File: config.mk
export PLATFORM = sky130hd
export DESIGN_NAME = per_source_request_limiter
export DESIGN_NICKNAME = d
export VERILOG_FILES = /design/src/sv/psrl_pkg.sv /design/src/sv/psrl_front.sv /design/src/sv/psrl_fifo.sv /design/src/sv/psrl_back.sv /design/src/sv/per_source_request_limiter.sv
export SDC_FILE = /design/constraint.sdc
export NUM_CORES = 1
export LEC_CHECK = 0
export ABC_AREA = 1
export BUFFER_PORTS_ARGS = -buffer_cell sky130_fd_sc_hd__buf_2
export CORE_MARGIN = 4
export CORE_UTILIZATION = 62
export CTS_CLUSTER_SIZE = 25
export DETAILED_ROUTE_END_ITERATION = 7
export GPL_ROUTABILITY_DRIVEN = 1
export PLACE_DENSITY = 0.82
export SYNTH_ARGS = -nofsm -noshare
export SYNTH_HDL_FRONTEND = slang
export SYNTH_HIERARCHICAL = 1
export SYNTH_SLANG_ARGS = --single-unit
File: constraint.sdc
create_clock -name clk_i -period 8.8 [get_ports clk_i]
set_input_delay 1.32 -clock clk_i [delete_from_list [all_inputs] [get_ports clk_i]]
set_output_delay 1.32 -clock clk_i [all_outputs]
set_load 0.05 [all_outputs]
File: src/sv/psrl_pkg.sv
`timescale 1ns / 1ps
`default_nettype none
// ----------------------------------------------------------------------------
// psrl_pkg
// shared types and constants of the per-source request limiter
// ----------------------------------------------------------------------------
package psrl_pkg;

  localparam int unsigned TABLE_ENTRIES = 16;
  localparam int unsigned IDX_W = (TABLE_ENTRIES > 1) ? $clog2(TABLE_ENTRIES) : 1;

  localparam int unsigned ADDR_W  = 32;
  localparam int unsigned COUNT_W = 8;
  localparam logic [COUNT_W-1:0] COUNT_MAX   = 8'd255;
  localparam logic [COUNT_W-1:0] COUNT_FIRST = 8'd1;
  localparam logic [COUNT_W-1:0] LIMIT_RESET = 8'd3;

  localparam int unsigned QUEUE_DEPTH = 2;
  localparam int unsigned QPTR_W = $clog2(QUEUE_DEPTH);
  localparam int unsigned QCNT_W = $clog2(QUEUE_DEPTH + 1);

  localparam int unsigned APB_ADDR_W = 3;
  localparam int unsigned APB_DATA_W = 32;
  localparam logic REG_REQUEST_LIMIT = 1'b0;

  typedef struct packed {
    logic [ADDR_W-1:0] source_address;
    logic              receive_ok;
  } req_t;

  typedef struct packed {
    logic full;
    logic empty;
  } q_status_t;

  typedef struct packed {
    logic [COUNT_W-1:0] request_count;
    logic               accepted;
    logic               new_entry;
  } res_t;

endpackage
`default_nettype wire

File: src/sv/psrl_front.sv
`timescale 1ns / 1ps
`default_nettype none
// ----------------------------------------------------------------------------
// psrl_front
// takes requests from the command port and hands them to the queue
// ----------------------------------------------------------------------------
module psrl_front
  import psrl_pkg::*;
(
  input  wire logic      clk_i,
  input  wire logic      rst_ni,
  input  wire logic      start,
  output logic           busy,
  input  wire req_t      req_i,
  input  wire q_status_t q_status_i,
  output logic           push_o,
  output req_t           push_data_o
);

  logic vld_q, vld_d;
  req_t req_q, req_d;
  logic take;

  assign push_o      = vld_q && !q_status_i.full;
  assign busy        = vld_q && q_status_i.full;
  assign take        = start && !busy;
  assign push_data_o = req_q;

  always_comb begin
    vld_d = vld_q;
    req_d = req_q;
    if (take) begin
      vld_d = 1'b1;
      req_d = req_i;
    end else if (push_o) begin
      vld_d = 1'b0;
    end
  end

  always_ff @(posedge clk_i or negedge rst_ni) begin
    if (!rst_ni) begin
      vld_q <= 1'b0;
    end else begin
      vld_q <= vld_d;
    end
  end

  always_ff @(posedge clk_i) begin
    req_q <= req_d;
  end

endmodule
`default_nettype wire

File: src/sv/psrl_fifo.sv
`timescale 1ns / 1ps
`default_nettype none
// ----------------------------------------------------------------------------
// psrl_fifo
// short request queue between front and back
// ----------------------------------------------------------------------------
module psrl_fifo
  import psrl_pkg::*;
(
  input  wire logic clk_i,
  input  wire logic rst_ni,
  input  wire logic push_i,
  input  wire req_t push_data_i,
  input  wire logic pop_i,
  output req_t      head_o,
  output q_status_t status_o
);

  req_t              mem_q [QUEUE_DEPTH];
  logic [QPTR_W-1:0] wr_q, wr_d, rd_q, rd_d;
  logic [QCNT_W-1:0] cnt_q, cnt_d;
  logic              do_push, do_pop;

  assign status_o.full  = (cnt_q == QCNT_W'(QUEUE_DEPTH));
  assign status_o.empty = (cnt_q == '0);
  assign do_push        = push_i && !status_o.full;
  assign do_pop         = pop_i && !status_o.empty;
  assign head_o         = mem_q[rd_q];

  always_comb begin
    wr_d  = wr_q;
    rd_d  = rd_q;
    cnt_d = cnt_q;
    if (do_push) begin
      wr_d = (wr_q == QPTR_W'(QUEUE_DEPTH - 1)) ? '0 : wr_q + 1'b1;
    end
    if (do_pop) begin
      rd_d = (rd_q == QPTR_W'(QUEUE_DEPTH - 1)) ? '0 : rd_q + 1'b1;
    end
    if (do_push && !do_pop) begin
      cnt_d = cnt_q + 1'b1;
    end else if (do_pop && !do_push) begin
      cnt_d = cnt_q - 1'b1;
    end
  end

  always_ff @(posedge clk_i or negedge rst_ni) begin
    if (!rst_ni) begin
      wr_q  <= '0;
      rd_q  <= '0;
      cnt_q <= '0;
    end else begin
      wr_q  <= wr_d;
      rd_q  <= rd_d;
      cnt_q <= cnt_d;
    end
  end

  always_ff @(posedge clk_i) begin
    if (do_push) begin
      mem_q[wr_q] <= push_data_i;
    end
  end

endmodule
`default_nettype wire

File: src/sv/psrl_back.sv
`timescale 1ns / 1ps
`default_nettype none
// ----------------------------------------------------------------------------
// psrl_back
// source table lookup, counter update and result register
// ----------------------------------------------------------------------------
module psrl_back
  import psrl_pkg::*;
(
  input  wire logic               clk_i,
  input  wire logic               rst_ni,
  input  wire req_t               head_i,
  input  wire q_status_t          q_status_i,
  input  wire logic [COUNT_W-1:0] limit_i,
  output logic                    pop_o,
  output logic                    res_valid_o,
  output res_t                    res_o
);

  logic [ADDR_W-1:0]  keys_q [TABLE_ENTRIES];
  logic [COUNT_W-1:0] cnt_q  [TABLE_ENTRIES];
  logic [TABLE_ENTRIES-1:0] valid_q, valid_d, hit;
  logic [IDX_W-1:0]   ptr_q, ptr_d, match_idx, wr_idx;
  logic               hit_any;
  logic [COUNT_W-1:0] cnt_sel, count_d;
  logic               res_valid_q;
  res_t               res_q, res_d;

  assign pop_o = !q_status_i.empty;

  // parallel key compare
  always_comb begin
    for (int i = 0; i < TABLE_ENTRIES; i++) begin
      hit[i] = valid_q[i] && (keys_q[i] == head_i.source_address);
    end
  end

  always_comb begin
    match_idx = '0;
    for (int i = TABLE_ENTRIES - 1; i >= 0; i--) begin
      if (hit[i]) begin
        match_idx = IDX_W'(i);
      end
    end
  end

  assign hit_any = |hit;
  assign cnt_sel = cnt_q[match_idx];
  assign wr_idx  = hit_any ? match_idx : ptr_q;

  always_comb begin
    if (!hit_any) begin
      count_d = COUNT_FIRST;
    end else if (cnt_sel == COUNT_MAX) begin
      count_d = cnt_sel;
    end else begin
      count_d = cnt_sel + 1'b1;
    end
  end

  always_comb begin
    res_d.request_count = count_d;
    res_d.accepted      = head_i.receive_ok && (count_d <= limit_i);
    res_d.new_entry     = !hit_any;
  end

  always_comb begin
    valid_d = valid_q;
    ptr_d   = ptr_q;
    if (pop_o && !hit_any) begin
      valid_d[ptr_q] = 1'b1;
      ptr_d = (ptr_q == IDX_W'(TABLE_ENTRIES - 1)) ? '0 : ptr_q + 1'b1;
    end
  end

  always_ff @(posedge clk_i or negedge rst_ni) begin
    if (!rst_ni) begin
      valid_q     <= '0;
      ptr_q       <= '0;
      res_valid_q <= 1'b0;
    end else begin
      valid_q     <= valid_d;
      ptr_q       <= ptr_d;
      res_valid_q <= pop_o;
    end
  end

  always_ff @(posedge clk_i) begin
    if (pop_o) begin
      cnt_q[wr_idx] <= count_d;
      if (!hit_any) begin
        keys_q[wr_idx] <= head_i.source_address;
      end
    end
    res_q <= res_d;
  end

  assign res_valid_o = res_valid_q;
  assign res_o       = res_q;

  a_one_hit: assert property (@(posedge clk_i) disable iff (!rst_ni)
    pop_o |-> $onehot0(hit))
    else $error("several table entries match one source");

  a_result_follows_pop: assert property (@(posedge clk_i) disable iff (!rst_ni)
    pop_o |=> res_valid_q)
    else $error("popped request produced no result");

  a_new_count_one: assert property (@(posedge clk_i) disable iff (!rst_ni)
    (res_valid_q && res_q.new_entry) |-> (res_q.request_count == COUNT_FIRST))
    else $error("new entry without a count of one");

  a_count_nonzero: assert property (@(posedge clk_i) disable iff (!rst_ni)
    res_valid_q |-> (res_q.request_count != '0))
    else $error("result count is zero");

  a_ptr_range: assert property (@(posedge clk_i) disable iff (!rst_ni)
    ptr_q <= IDX_W'(TABLE_ENTRIES - 1))
    else $error("replace pointer out of range");

endmodule
`default_nettype wire

File: src/sv/per_source_request_limiter.sv
`timescale 1ns / 1ps
`default_nettype none
// ----------------------------------------------------------------------------
// per_source_request_limiter
// counts requests per source host and flags those within the limit
// ----------------------------------------------------------------------------
// A request is taken at a rising edge with start high and busy low; its
// result appears on the result ports for one cycle, marked by
// result_valid_o, after the input register, the queue and the table stage.
// One request is taken every cycle: the table stage compares all entries in
// parallel and updates one entry per cycle, so busy stays low in operation.
// The receiver cannot stall, so each result must be taken in the cycle it
// is shown. request_limit lies at byte address 0 of the register port. The user
// must write it only while no request is in flight; the block does not enforce it.
// ----------------------------------------------------------------------------
module per_source_request_limiter
  import psrl_pkg::*;
(
  input  wire logic                  clk_i,
  input  wire logic                  rst_ni,
  input  wire logic                  start,
  output logic                       busy,
  input  wire logic [ADDR_W-1:0]     source_address_i,
  input  wire logic                  receive_ok_i,
  output logic                       result_valid_o,
  output logic [COUNT_W-1:0]         request_count_o,
  output logic                       accepted_o,
  output logic                       new_entry_o,
  input  wire logic                  psel,
  input  wire logic                  penable,
  input  wire logic                  pwrite,
  input  wire logic [APB_ADDR_W-1:0] paddr,
  input  wire logic [APB_DATA_W-1:0] pwdata,
  output logic [APB_DATA_W-1:0]      prdata,
  output logic                       pready
);

  logic [COUNT_W-1:0] limit_q;
  req_t               req_in, push_data, head;
  q_status_t          q_status;
  logic               push, pop;
  res_t               res;

  // register port
  assign pready = 1'b1;
  assign prdata = (paddr[2] == REG_REQUEST_LIMIT) ?
                  APB_DATA_W'(limit_q) : '0;

  always_ff @(posedge clk_i or negedge rst_ni) begin
    if (!rst_ni) begin
      limit_q <= LIMIT_RESET;
    end else if (psel && penable && pwrite && pready &&
                 (paddr[2] == REG_REQUEST_LIMIT)) begin
      limit_q <= pwdata[COUNT_W-1:0];
    end
  end

  assign req_in.source_address = source_address_i;
  assign req_in.receive_ok     = receive_ok_i;

  psrl_front u_front (
    .clk_i       (clk_i),
    .rst_ni      (rst_ni),
    .start       (start),
    .busy        (busy),
    .req_i       (req_in),
    .q_status_i  (q_status),
    .push_o      (push),
    .push_data_o (push_data)
  );

  psrl_fifo u_fifo (
    .clk_i       (clk_i),
    .rst_ni      (rst_ni),
    .push_i      (push),
    .push_data_i (push_data),
    .pop_i       (pop),
    .head_o      (head),
    .status_o    (q_status)
  );

  psrl_back u_back (
    .clk_i       (clk_i),
    .rst_ni      (rst_ni),
    .head_i      (head),
    .q_status_i  (q_status),
    .limit_i     (limit_q),
    .pop_o       (pop),
    .res_valid_o (result_valid_o),
    .res_o       (res)
  );

  assign request_count_o = res.request_count;
  assign accepted_o      = res.accepted;
  assign new_entry_o     = res.new_entry;

endmodule
`default_nettype wire
==> qor.csv <==
metric;value;unit
number of flops mapped to enable cells by yosys;739;
Inserted Clock Buffers;75;
Worst-Margin Slew;0.9915;ns
TritonCTS clock tree;yes;
Setup TNS Final;0;ns
initial antenna violation count;2;
largest net degree at the start of global routing;52;
Global Route met1 Usage;0.4202;
Worst-Skew Late Latency;0.63;ns
leakage power;13.89;nW
Synth area leaders;edfxtp_1 (66%), nand2_1 (7.1%), xnor2_1 (3.1%), dfrtp_1 (2.4%), inv_1 (2.2%);
Most common cell on crit path;nand2_1;
sink of the worst hold path;u_fifo/mem_q[1][12];
Area growth, synth to finish;10.69;%
Setup Buffers After CTS;0;
Num Clock Sinks;783;
Max IR drop VDD;0.4383;mV
Clock Root Buffer;clkbuf_16;
clk buf depth;3;
CTS H-Tree Depth;3;
WP buf/inv;6;
Register-to-Register Path Depth;36;
share of cells above drive strength 1;0.1155;
final critical-path share of the clock period;0.8909;
share of the synthesized area in the top cell type;0.6584;
global-route wire length before repair;137.4;mm
total global routing overflow;0;
critical path's largest stage delay;0.74;ns
Hold Startpoint;u_front/push_data_o[12];
ANT nets after route;0;
DR vias;23280;
CORE AREA;53810;um2
Crit Path Class;reg -> reg;
final number of hold-violating endpoints;0;
final setup margin;0.9604;ns
Final min period;7.840;ns
reg2reg setup slack;0.96;ns
DRC violations left;0;
chip height;241.2;um
GR Util All Layers;0.3196;
initial core utilization;0.6263;
# diodes;0;
RSZ-0062 raised after global routing;false;
gr busiest metal;met2;
Die Wd;241.2;um
DR WL/cell;25.57;um
number of global-route vias before repair;23070;
Hold WC Path Type;reg -> reg;
CP top delay family;simple AND/OR/NAND/NOR gates;
Buffers on Ports;67;
GRT met3 Usage;0.08011;
cts-stage hold buffer count;0;
area of the die;58160;um2
fmax;127.6;MHz
dpl hpwl;54.76;mm
register area share after synthesis;0.6896;
startpoint types;register;
hold_ws;0.4475;ns
top fanout value on the critical path;34;
synth warn;6;
post-synthesis register bit count;783;
IO Pins;119;
CP endpoint kind;register;
Power Density;365.5;nW/um2
Hold Path Stages;0;
Resized Gates After CTS;0;
Max-cap violations;0;
Final #Nets;2988;
Req. time, crit path;9.31;ns
drt via density;6.364;
worst r2r src;u_fifo/rd_q;
CP arrival;8.35;ns
RR Endpoint;u_back/res_o[1];
dpl ws;1.275;ns
DRT iter0 DRCs;3614;
ys flop type;edfxtp_1;
Syn Inst Count;2798;
row count;85;
cell accounting for the most synthesized area;edfxtp_1;
clk_skew;0.02729;ns
CTS clk-pin slew, worst paths;0.06;ns
Setup-failing EPs final;0;
final max-slew violation count;0;
ys async rst share;0.04342;
run status;finished, final reports clean;
M2 GR Usage;0.4921;
Avg Inst Size Synth;12.05;um2
Post-Syn Area;33710;um2
Slew headroom;0.3374;
Power, Total;0.01364;W
Cell variety after synth;54;
Routed WL;93.54;mm
master of the slowest instance on the critical path;nand2_1;
GPL Wtd Cong;0.9109;
drt first pass iters;6;
worst reg2reg max path: cells and delay by family (launching register included):
kind	cells	cell delay (ns)
adders and majority gates	2	0.64
AOI/OAI and AO/OA	3	0.73
and+or+nand+nor	25	3.75
DFF	1	0.39
buffers and inverters	6	2.22
logic make-up after synthesis:
| kind of cell | after synthesis | synth area share |
|---|---|---|
| AND/OR/NAND/NOR | 1079 | 0.1389 |
| flip-flops | 783 | 0.6896 |
| AO/OA/AOI/OAI | 398 | 0.07242 |
| buffers and inverters | 360 | 0.05156 |
| XOR/XNOR | 162 | 0.04210 |
| adder cells (fa/ha/maj) | 14 | 0.005197 |
| other | 2 | 0.0002228 |
flip-flops by register name, summed over array words and instances, names as in the netlist:
register and flops:
u_back/cnt_q 128, u_front/vld_q 1, u_fifo/rd_q 1, u_back/valid_q 16
u_fifo/wr_q 1, u_back/ptr_q 4, u_back/res_valid_o 1, u_fifo/mem_q 66
u_front/push_data_o 33, u_fifo/cnt_q 2, u_back/res_o 10, u_back/keys_q 512
limit_q 8
metrics by stage:
| step | area, um2 | instances | utilization |
|---|---|---|---|
| 2_1_floorplan | 33790 | 2821 | - |
| 3_3_place_gp | 34760 | 3519 | 0.6459 |
| 3_5_place_dp | 34760 | 3519 | 0.6459 |
| 4_1_cts | 37310 | 3658 | 0.6933 |
| 5_1_grt | 37310 | 3658 | 0.6933 |
| 6_report | 37310 | 3658 | 0.6933 |
per-layer routing:
metal	vias to the layer above	wire length, um
met2	1840	42200
met5	-	14
li1	10020	-
met3	406	13510
met1	11010	31770
met4	2	6057
power breakdown:
group / total, W / switching [W] / internal, W
combinational: 0.00477 / 0.00363 / 0.00114
clock: 0.00336 / 0.00140 / 0.00197
sequential: 0.00551 / 0.000270 / 0.00524
total: 0.0136 / 0.00530 / 0.00834
worst max-delay path by stage:
stage / cells after the start / endpoint / start
3_3_place_gp: 36 / u_back/res_o[1] / u_fifo/rd_q
3_5_place_dp: 36 / u_back/res_o[1] / u_fifo/rd_q
6_report: 36 / u_back/res_o[1] / u_fifo/rd_q
2_1_floorplan: 24 / u_back/keys_q[0][0] / u_fifo/rd_q
5_1_grt: 37 / u_back/res_o[1] / u_fifo/rd_q
4_1_cts: 36 / u_back/res_o[1] / u_fifo/rd_q
area by class of cell:
cell class | count | area [um2]
fillers | 3475 | 16510
repair buffers | 140 | 895.9
clock inverters | 46 | 523.0
clock buffers | 93 | 2027
flip-flops and latches | 783 | 23240
well taps | 696 | 870.8
inverters | 222 | 835.8
multi-input cells | 1678 | 8911
placed cells by master (no fill, tap or decap), types with 24 or more instances in the layout:
cell,synthesis,final
or2_2,26,26
o21ai_1,31,31
clkbuf_16,0,77
nand3_1,98,97
nor4_1,28,28
nand4_1,40,40
o21ai_0,136,136
xnor2_1,121,121
buf_2,57,67
buf_4,47,72
a22o_1,26,26
edfxtp_1,739,739
dfrtp_1,32,32
inv_2,24,24
nor2_1,168,167
conb_1,2,25
inv_1,195,195
o22ai_1,67,67
xor2_1,41,41
nand2_1,637,636
a21oi_1,53,52
synth_stat cells (4+ instances only):
library cell	count
edfxtp_1	739
nand2_1	637
inv_1	195
nor2_1	168
o21ai_0	136
xnor2_1	121
nand3_1	98
o22ai_1	67
buf_2	57
a21oi_1	53
buf_4	47
xor2_1	41
nand4_1	40
dfrtp_1	32
o21ai_1	31
nor4_1	28
nor3_1	27
a22o_1	26
or2_2	26
inv_2	24
a221oi_1	19
buf_6	18
nand3b_1	16
a211oi_1	15
o2111ai_1	15
clkbuf_1	14
ha_1	14
o31ai_1	11
dfxtp_1	10
or4_1	8
a22oi_1	7
and3_1	5
nand2_2	5
o211ai_1	5
o221ai_1	5
a2111oi_0	4
and2_1	4
nor4b_1	4
Note: power is estimated with default switching activity, not from simulation.
